<file path="src/amte_pkg.sv">
`default_nettype none

package amte_pkg;

    localparam int OUT_WIDTH       = 16;
    localparam int COUNT_WIDTH_DEF = 16;
    localparam int QUEUE_DEPTH_DEF = 4;
    localparam int S_TDATA_WIDTH   = 16;
    localparam int M_TDATA_WIDTH   = 40;

    typedef enum logic [1:0] {
        COL_ALIGNED   = 2'd0,
        COL_INSERTION = 2'd1,
        COL_DELETION  = 2'd2,
        COL_SOFT_CLIP = 2'd3
    } column_kind_t;

    typedef enum logic [1:0] {
        TOK_MISMATCH  = 2'd0,
        TOK_DEL_START = 2'd1,
        TOK_DEL_BASE  = 2'd2,
        TOK_CLOSE_RUN = 2'd3
    } token_kind_t;

    // One queued item: which tokens it causes and the values they carry.
    typedef struct packed {
        logic                   has_lead;
        logic                   lead_is_del;
        logic                   has_del_base;
        logic                   has_close;
        logic [1:0]             base;
        logic [OUT_WIDTH-1:0]   run_pre;
        logic [OUT_WIDTH-1:0]   run_post;
        logic [OUT_WIDTH-1:0]   edit;
    } job_t;

endpackage

`default_nettype wire

</file>
<file path="src/amte_front.sv">
`default_nettype none

module amte_front #(
    parameter int COUNT_WIDTH = amte_pkg::COUNT_WIDTH_DEF
) (
    input  wire logic                aclk,
    input  wire logic                aresetn,
    input  wire logic                accept,
    input  wire logic [1:0]          column_kind,
    input  wire logic                first_of_op,
    input  wire logic [1:0]          ref_base,
    input  wire logic [2:0]          read_base,
    input  wire logic                inside_reference,
    input  wire logic                last_column,
    output amte_pkg::job_t           job,
    output logic                     job_push
);
    import amte_pkg::*;

    localparam logic [COUNT_WIDTH-1:0] COUNT_MAX = {COUNT_WIDTH{1'b1}};

    logic [COUNT_WIDTH-1:0] match_run_reg, match_run_next;
    logic [COUNT_WIDTH-1:0] edit_count_reg, edit_count_next;
    logic [COUNT_WIDTH-1:0] run_mid, edit_new;
    logic [COUNT_WIDTH-1:0] run_inc, edit_inc;
    logic                   aligned_in, mismatch, edit_step;
    logic                   has_lead, has_del_base;
    logic [OUT_WIDTH-1:0]   run_pre_out, run_post_out, edit_out;

    assign run_inc  = (match_run_reg == COUNT_MAX) ? COUNT_MAX : match_run_reg + 1'b1;
    assign edit_inc = (edit_count_reg == COUNT_MAX) ? COUNT_MAX : edit_count_reg + 1'b1;

    assign aligned_in   = (column_kind == COL_ALIGNED) && inside_reference;
    assign mismatch     = read_base != {1'b0, ref_base};
    assign edit_step    = (aligned_in && mismatch) || (column_kind == COL_INSERTION)
                          || (column_kind == COL_DELETION);
    assign edit_new     = edit_step ? edit_inc : edit_count_reg;
    assign has_lead     = (aligned_in && mismatch) || ((column_kind == COL_DELETION) && first_of_op);
    assign has_del_base = (column_kind == COL_DELETION) && inside_reference;

    always_comb begin
        run_mid = match_run_reg;
        if (aligned_in) begin
            run_mid = mismatch ? '0 : run_inc;
        end else if ((column_kind == COL_DELETION) && first_of_op) begin
            run_mid = '0;
        end
    end

    generate
        if (COUNT_WIDTH > OUT_WIDTH) begin : g_clamp
            assign run_pre_out  = (|match_run_reg[COUNT_WIDTH-1:OUT_WIDTH]) ?
                                  {OUT_WIDTH{1'b1}} : match_run_reg[OUT_WIDTH-1:0];
            assign run_post_out = (|run_mid[COUNT_WIDTH-1:OUT_WIDTH]) ?
                                  {OUT_WIDTH{1'b1}} : run_mid[OUT_WIDTH-1:0];
            assign edit_out     = (|edit_new[COUNT_WIDTH-1:OUT_WIDTH]) ?
                                  {OUT_WIDTH{1'b1}} : edit_new[OUT_WIDTH-1:0];
        end else begin : g_extend
            assign run_pre_out  = OUT_WIDTH'(match_run_reg);
            assign run_post_out = OUT_WIDTH'(run_mid);
            assign edit_out     = OUT_WIDTH'(edit_new);
        end
    endgenerate

    always_comb begin
        job.has_lead     = has_lead;
        job.lead_is_del  = column_kind == COL_DELETION;
        job.has_del_base = has_del_base;
        job.has_close    = last_column;
        job.base         = ref_base;
        job.run_pre      = run_pre_out;
        job.run_post     = run_post_out;
        job.edit         = edit_out;
    end

    assign job_push = accept && (has_lead || has_del_base || last_column);

    always_comb begin
        match_run_next  = match_run_reg;
        edit_count_next = edit_count_reg;
        if (accept) begin
            match_run_next  = last_column ? '0 : run_mid;
            edit_count_next = last_column ? '0 : edit_new;
        end
    end

    always_ff @(posedge aclk) begin
        if (!aresetn) begin
            match_run_reg  <= '0;
            edit_count_reg <= '0;
        end else begin
            match_run_reg  <= match_run_next;
            edit_count_reg <= edit_count_next;
        end
    end

endmodule

`default_nettype wire

</file>
<file path="src/amte_queue.sv">
`default_nettype none

module amte_queue #(
    parameter int DEPTH = amte_pkg::QUEUE_DEPTH_DEF
) (
    input  wire logic           aclk,
    input  wire logic           aresetn,
    input  wire logic           push,
    input  amte_pkg::job_t      push_job,
    input  wire logic           pop,
    output amte_pkg::job_t      head_job,
    output logic                empty,
    output logic                full
);
    import amte_pkg::*;

    localparam int AW = (DEPTH > 1) ? $clog2(DEPTH) : 1;
    localparam int CW = $clog2(DEPTH + 1);
    localparam logic [AW-1:0] LAST_PTR = AW'(DEPTH - 1);

    job_t           entries_reg [DEPTH];
    logic [AW-1:0]  wr_ptr_reg, wr_ptr_next;
    logic [AW-1:0]  rd_ptr_reg, rd_ptr_next;
    logic [CW-1:0]  count_reg, count_next;
    logic           do_push, do_pop;

    assign empty    = count_reg == '0;
    assign full     = count_reg == CW'(DEPTH);
    assign do_push  = push && !full;
    assign do_pop   = pop && !empty;
    assign head_job = entries_reg[rd_ptr_reg];

    always_comb begin
        wr_ptr_next = wr_ptr_reg;
        rd_ptr_next = rd_ptr_reg;
        count_next  = count_reg;
        if (do_push) begin
            wr_ptr_next = (wr_ptr_reg == LAST_PTR) ? '0 : wr_ptr_reg + 1'b1;
        end
        if (do_pop) begin
            rd_ptr_next = (rd_ptr_reg == LAST_PTR) ? '0 : rd_ptr_reg + 1'b1;
        end
        if (do_push && !do_pop) begin
            count_next = count_reg + 1'b1;
        end else if (do_pop && !do_push) begin
            count_next = count_reg - 1'b1;
        end
    end

    always_ff @(posedge aclk) begin
        if (do_push) begin
            entries_reg[wr_ptr_reg] <= push_job;
        end
    end

    always_ff @(posedge aclk) begin
        if (!aresetn) begin
            wr_ptr_reg <= '0;
            rd_ptr_reg <= '0;
            count_reg  <= '0;
        end else begin
            wr_ptr_reg <= wr_ptr_next;
            rd_ptr_reg <= rd_ptr_next;
            count_reg  <= count_next;
        end
    end

endmodule

`default_nettype wire

</file>
<file path="src/amte_back.sv">
`default_nettype none

module amte_back (
    input  wire logic                  aclk,
    input  wire logic                  aresetn,
    input  amte_pkg::job_t             head_job,
    input  wire logic                  empty,
    output logic                       pop,
    output logic                       m_tvalid,
    input  wire logic                  m_tready,
    output logic [amte_pkg::M_TDATA_WIDTH-1:0] m_tdata,
    output logic                       m_tuser,
    output logic                       m_tlast
);
    import amte_pkg::*;

    logic [2:0]             done_reg, done_next;
    logic [2:0]             pending, pick, rest;
    logic                   valid_reg, valid_next;
    logic                   slot_free, load;
    token_kind_t            kind_reg, kind_next;
    logic [OUT_WIDTH-1:0]   run_reg, run_next;
    logic [1:0]             base_reg, base_next;
    logic [OUT_WIDTH-1:0]   edit_reg;
    logic                   last_reg, eor_reg;

    assign pending   = {head_job.has_close, head_job.has_del_base, head_job.has_lead} & ~done_reg;
    assign pick      = pending & (~pending + 1'b1);
    assign rest      = pending & ~pick;
    assign slot_free = !valid_reg || m_tready;
    assign load      = slot_free && !empty;
    assign pop       = load && (rest == '0);

    always_comb begin
        kind_next = TOK_CLOSE_RUN;
        run_next  = head_job.run_post;
        base_next = 2'd0;
        priority if (pick[0]) begin
            kind_next = head_job.lead_is_del ? TOK_DEL_START : TOK_MISMATCH;
            run_next  = head_job.run_pre;
            base_next = head_job.lead_is_del ? 2'd0 : head_job.base;
        end else if (pick[1]) begin
            kind_next = TOK_DEL_BASE;
            base_next = head_job.base;
        end
    end

    always_comb begin
        done_next  = done_reg;
        valid_next = valid_reg;
        if (load) begin
            valid_next = 1'b1;
            done_next  = pop ? '0 : (done_reg | pick);
        end else if (slot_free) begin
            valid_next = 1'b0;
        end
    end

    always_ff @(posedge aclk) begin
        if (!aresetn) begin
            done_reg  <= '0;
            valid_reg <= 1'b0;
        end else begin
            done_reg  <= done_next;
            valid_reg <= valid_next;
        end
    end

    always_ff @(posedge aclk) begin
        if (load) begin
            kind_reg <= kind_next;
            run_reg  <= run_next;
            base_reg <= base_next;
            edit_reg <= head_job.edit;
            last_reg <= rest == '0;
            eor_reg  <= pick[2];
        end
    end

    assign m_tvalid = valid_reg;
    assign m_tdata  = {4'd0, edit_reg, base_reg, run_reg, kind_reg};
    assign m_tuser  = last_reg;
    assign m_tlast  = eor_reg;

endmodule

`default_nettype wire

</file>
<file path="src/alignment_mismatch_tag_encoder_top.sv">
`default_nettype none

// Mismatch tag encoder: each input item is one alignment column, and the block
// answers with zero to three tokens (mismatch, deletion start, deleted base,
// closing run) carrying the saturating match run and edit distance. The front
// end takes one column per cycle, stalling only when the queue is full, and
// updates both counters at once; tokens wait in a queue of QUEUE_DEPTH items
// and leave through a registered output stage at one token per cycle while
// m_tready is high, and a column stays queued until its last token is loaded.
module alignment_mismatch_tag_encoder_top #(
    parameter int COUNT_WIDTH = amte_pkg::COUNT_WIDTH_DEF,
    parameter int QUEUE_DEPTH = amte_pkg::QUEUE_DEPTH_DEF
) (
    input  wire logic                                  aclk,
    input  wire logic                                  aresetn,
    input  wire logic                                  s_tvalid,
    output logic                                       s_tready,
    // column_kind[1:0], first_of_op[2], ref_base[4:3], read_base[7:5],
    // inside_reference[8], zero fill above.
    input  wire logic [amte_pkg::S_TDATA_WIDTH-1:0]    s_tdata,
    input  wire logic                                  s_tlast,
    output logic                                       m_tvalid,
    input  wire logic                                  m_tready,
    // token_kind[1:0], run_length[17:2], base[19:18], edit_distance[35:20],
    // zero fill above.
    output logic [amte_pkg::M_TDATA_WIDTH-1:0]         m_tdata,
    // last_result[0].
    output logic                                       m_tuser,
    output logic                                       m_tlast
);
    import amte_pkg::*;

    job_t   job, head_job;
    logic   job_push, pop, empty, full, accept;

    assign s_tready = !full;
    assign accept   = s_tvalid && !full;

    amte_front #(
        .COUNT_WIDTH(COUNT_WIDTH)
    ) u_front (
        .aclk             (aclk),
        .aresetn          (aresetn),
        .accept           (accept),
        .column_kind      (s_tdata[1:0]),
        .first_of_op      (s_tdata[2]),
        .ref_base         (s_tdata[4:3]),
        .read_base        (s_tdata[7:5]),
        .inside_reference (s_tdata[8]),
        .last_column      (s_tlast),
        .job              (job),
        .job_push         (job_push)
    );

    amte_queue #(
        .DEPTH(QUEUE_DEPTH)
    ) u_queue (
        .aclk     (aclk),
        .aresetn  (aresetn),
        .push     (job_push),
        .push_job (job),
        .pop      (pop),
        .head_job (head_job),
        .empty    (empty),
        .full     (full)
    );

    amte_back u_back (
        .aclk     (aclk),
        .aresetn  (aresetn),
        .head_job (head_job),
        .empty    (empty),
        .pop      (pop),
        .m_tvalid (m_tvalid),
        .m_tready (m_tready),
        .m_tdata  (m_tdata),
        .m_tuser  (m_tuser),
        .m_tlast  (m_tlast)
    );

endmodule

`default_nettype wire
</file>
<file path="config.mk">
export PLATFORM = sky130hd
export DESIGN_NAME = alignment_mismatch_tag_encoder_top
export DESIGN_NICKNAME = d
export VERILOG_FILES = /design/src/amte_pkg.sv /design/src/amte_front.sv /design/src/amte_queue.sv /design/src/amte_back.sv /design/src/alignment_mismatch_tag_encoder_top.sv
export SDC_FILE = /design/constraint.sdc
export NUM_CORES = 1
export LEC_CHECK = 0
export BUFFER_PORTS_ARGS = -buffer_cell sky130_fd_sc_hd__buf_2
export CORE_UTILIZATION = 63
export CTS_BUF_LIST = sky130_fd_sc_hd__clkbuf_8
export DETAILED_ROUTE_END_ITERATION = 6
export PLACE_DENSITY = 0.92
export SETUP_SLACK_MARGIN = 0.1
export SLEW_MARGIN = 15
export SYNTH_ARGS = -nofsm -noshare
export SYNTH_HDL_FRONTEND = slang
export SYNTH_SLANG_ARGS = --single-unit
</file>
<file path="constraint.sdc">
create_clock -name aclk -period 5.57 [get_ports aclk]
set_input_delay 0.557 -clock aclk [delete_from_list [all_inputs] [get_ports aclk]]
set_output_delay 0.557 -clock aclk [all_outputs]
set_load 0.01 [all_outputs]
</file>
==> run metrics <==
result of the run=completed; global-route usage over all layers=26.9%; WS Path Type=flop to flop; filler cell count=approximately 1100; IO Port Bufs=53; first-pass GRT wire length=~41 mm; worst setup skew after layout=0.0297 ns; flip-flop count of the largest register, all copies and words added=~220; Final Cycle Share=59.4%; share of power burned in combinational logic=between 20 and 25%; crit-path max cell delay=roughly 0.53 ns; vias in the first global route=slightly below 8000; maximum number of pins on one net before global-route repair=54; HPWL Detailed=15.7 mm; final setup violating endpoints=0; net load switching power=between 1.5 and 2 mW; RSZ-0062 raised after global routing=no; Synth-to-Final Area Change=11.6%; utilization after layout=~73%; CTS Buffer Depth=3; dominant combinational cell family by area after synthesis=multiplexers; total cell area at the placement stage=approximately 13000 um^2; Synth Area in XOR/XNOR=0.423%; dominant cells by area after synthesis=sky130_fd_sc_hd__edfxtp_1 61%, sky130_fd_sc_hd__dfxtp_1 7.3%, sky130_fd_sc_hd__mux2_2 4.1%, sky130_fd_sc_hd__mux4_2 3.8%, sky130_fd_sc_hd__a21oi_1 1.8%; net count of the finished layout=roughly 940; area inside the core boundary=approximately 19000 um^2; crit path max fanout=27; post-synthesis instance total=between 800 and 900; share of total power in sequential cells=between 40% and 50%; clock period minus worst slack=3.31 ns; total vias in the final route=approximately 7800; total power divided by cell area=about 450 nW/um^2; Synth cell types=slightly above 70; antenna violations before repair=0; fraction of the mapped netlist area in adder cells=under 10%; master cell of the clock root buffer=sky130_fd_sc_hd__clkbuf_8; proportion of power drawn by the clock network=28.9%; Post CTS Setup Buffer Count=0; Max Clk Rate=0.302 GHz; Fin. Hold Viols=0; Placement Rows=50; Hold/Removal Path Class=input pin to flop; Cell Area, Synth=around 12000 um^2; register bit total from synthesis=about 300; chip width=between 100 and 150 um; Warnings, synthesis=0; Worst-path clk slew=0.06 ns; fraction of synthesis flops using an asynchronous set or reset pin=0%; worst max-slew margin expressed relative to the limit=21.7%; cell type contributing the most total cell area after synthesis=sky130_fd_sc_hd__edfxtp_1; Worst Setup End Kind=flop; H-tree Lvls=2; Die Footprint=between 20000 and 25000 um^2; clock tree from TritonCTS=yes; starting density of the core=65.3%; highest-delay cell along the critical path=sky130_fd_sc_hd__dfxtp_2; number of hold-repair buffers added at the cts stage=0; Final Max Slew Viols=0; sequential fraction of the synthesis area=68.7%; maximum vdd drop=roughly 0.00062 V; clock network latency to the later pin of the worst-skew pair=0.57 ns; max capacitance violation total=0; CTS-repair resized insts=0; complex-gate fraction of the synthesized area=9.22%; TritonCTS Sinks=roughly 300; share of post-route cells with drive strength above 1=between 20% and 30%; data arrival time of the critical path=3.77 ns; Final Routed Wirelength=26.4 mm; area share of the largest cell type after synthesis=61.4%; Starting DRT DRC Count=about 850; detailed-route DRC error count=0; Critical Path Start Type=flop; ordered cell list for the critical path=buf_4, mux4_2, nand2b_1, maj3_1, nand2_1, ha_1, inv_1, fa_1, xor2_1, or3_1, a21oi_1; Synth Area per Inst=around 15 um^2; multiplexer share of the synthesized area=a little over 10%; sw frac=between 20% and 30%; Required @ worst endpoint=roughly 6.0 ns; total overflow reported by the global router=0; final total power=around 6.3 mW; transition at the pin with the smallest max-transition slack=about 1.2 ns; final antenna-violating net count=0; y dimension of the die=~140 um; final estimated routing congestion in global placement=0.917; count of pins on the block boundary=between 60 and 70; total inserted antenna cells=0; EDFF count, synth=roughly 250; routed length per placed instance=21.9 um; post-route design area=13900 um^2; Top FF cell, synth=sky130_fd_sc_hd__edfxtp_1; first-pass iteration count of the detailed router=6; Vias/cell=6.45; setup TNS after final layout=0 ns; number of buffers created by CTS=46; leak pwr=just under 5 nW; simple-gate area share of the yosys netlist=8.29%; internal power=about 4.4 mW
## power groups by stage
stage	Clock [mW]	Combinational [mW]	Sequential [mW]
after floorplan	0	0.993	3.02
after global placement	0	1.48	2.94
after detailed placement	0	1.53	2.96
after CTS	1.81	1.55	2.91
after global routing	1.91	1.65	2.94
final	1.81	1.54	2.91
## through the flow
step                setup slack, ns  cells  hold WS, ns
floorplan                      1.45    839        0.443
global placement               2.39   1119        0.466
detailed placement             2.30   1119        0.479
CTS                            2.28   1205        0.300
global route                   2.08   1205        0.296
finish                         2.26   1205        0.306
## logic make-up (layout without fill, tap and decap cells)
logic type | count (synthesis) | in the layout
fa+ha+maj | 10 | 10
other cells | 1 | 4
xor+xnor | 6 | 6
mux | 93 | 93
buf+inv | 62 | 168
simple gates | 193 | 193
compound gates | 172 | 172
flops | 299 | 299
## path summary, 6_finish.rpt
check                                             to  depth (start not counted)  slack [ns]                from
worst max-delay path            u_queue.count_reg[2]                         11        2.26                flop
worst min-delay path                 u_back.m_tvalid                          3        0.31            m_tready
worst max register to register  u_queue.count_reg[2]                         11        2.26                flop
worst min register to register    u_back.done_reg[2]                          1        0.50  u_back.done_reg[2]
## area by class of cell
| cell class | instances | area (um^2) | area share, % |
|---|---|---|---|
| Inverter | 17 | 63.8 | 0.460 |
| Tap cell | 260 | 325 | 2.35 |
| Sequential cell | 299 | 8530 | 61.5 |
| Timing Repair Buffer | 65 | 355 | 2.56 |
| Clock inverter | 32 | 191 | 1.38 |
| Clock buffer | 54 | 743 | 5.36 |
| Multi-Input combinational cell | 478 | 3650 | 26.4 |
## synthesized netlist by cell type, types with 8 or more instances
| master | n |
|---|---|
| sky130_fd_sc_hd__a31oi_1 | 25 |
| sky130_fd_sc_hd__mux4_2 | 21 |
| sky130_fd_sc_hd__nor2b_1 | 19 |
| sky130_fd_sc_hd__mux2i_1 | 21 |
| sky130_fd_sc_hd__and4_1 | 9 |
| sky130_fd_sc_hd__clkbuf_1 | 21 |
| sky130_fd_sc_hd__nor2_1 | 29 |
| sky130_fd_sc_hd__nand2_1 | 52 |
| sky130_fd_sc_hd__buf_2 | 16 |
| sky130_fd_sc_hd__o21ai_0 | 26 |
| sky130_fd_sc_hd__and2_1 | 10 |
| sky130_fd_sc_hd__nor3_1 | 13 |
| sky130_fd_sc_hd__edfxtp_1 | 254 |
| sky130_fd_sc_hd__a22o_1 | 14 |
| sky130_fd_sc_hd__nand3_1 | 12 |
| sky130_fd_sc_hd__nand4_1 | 9 |
| sky130_fd_sc_hd__mux2_2 | 45 |
| sky130_fd_sc_hd__dfxtp_1 | 45 |
| sky130_fd_sc_hd__o22ai_1 | 18 |
| sky130_fd_sc_hd__a21oi_1 | 44 |
| sky130_fd_sc_hd__ha_1 | 8 |
| sky130_fd_sc_hd__inv_1 | 16 |
## routing by layer
layer | vias to the layer above | part of all wire (%) | GRT usage [%]
li1 | 3418 | - | -
met2 | 454 | 51 | 45.7
met4 | 0 | 3.4 | 12.4
met1 | 3806 | 38 | 33.5
met5 | - | 0 | 0
met3 | 89 | 7.8 | 5.35
## critical path, delay by kind of cell (launching register included)
family | cells | cell delay [ns]
flip-flops | 1 | 0.53
AND/OR/NAND/NOR | 3 | 0.63
AO/OA/AOI/OAI | 1 | 0.14
multiplexers | 1 | 0.30
buffers and inverters | 2 | 0.46
adder cells (fa/ha/maj) | 3 | 1.00
XOR/XNOR | 1 | 0.17
## placed cells by master, fill, tap and decap left out, types with 5 or more instances in the layout
master / instances
sky130_fd_sc_hd__nor2_1: 29
sky130_fd_sc_hd__a31oi_1: 25
sky130_fd_sc_hd__mux2_1: 6
sky130_fd_sc_hd__inv_1: 30
sky130_fd_sc_hd__nor2b_1: 18
sky130_fd_sc_hd__o21ai_0: 26
sky130_fd_sc_hd__buf_4: 12
sky130_fd_sc_hd__mux2i_1: 21
sky130_fd_sc_hd__o22ai_1: 18
sky130_fd_sc_hd__ha_1: 8
sky130_fd_sc_hd__nor4_1: 7
sky130_fd_sc_hd__and4_1: 9
sky130_fd_sc_hd__nor3_1: 12
sky130_fd_sc_hd__dfxtp_1: 43
sky130_fd_sc_hd__nand4_1: 9
sky130_fd_sc_hd__clkinv_2: 7
sky130_fd_sc_hd__a21o_1: 5
sky130_fd_sc_hd__mux2_2: 45
sky130_fd_sc_hd__and2_1: 6
sky130_fd_sc_hd__clkinv_1: 7
sky130_fd_sc_hd__nand2b_1: 7
sky130_fd_sc_hd__a21oi_1: 44
sky130_fd_sc_hd__mux4_2: 21
sky130_fd_sc_hd__buf_2: 53
sky130_fd_sc_hd__nand2_1: 52
sky130_fd_sc_hd__and3_1: 7
sky130_fd_sc_hd__nand3_1: 12
sky130_fd_sc_hd__a22o_1: 14
sky130_fd_sc_hd__clkbuf_8: 54
sky130_fd_sc_hd__a311oi_1: 6
sky130_fd_sc_hd__edfxtp_1: 254
(Power assumes the default switching activity.)
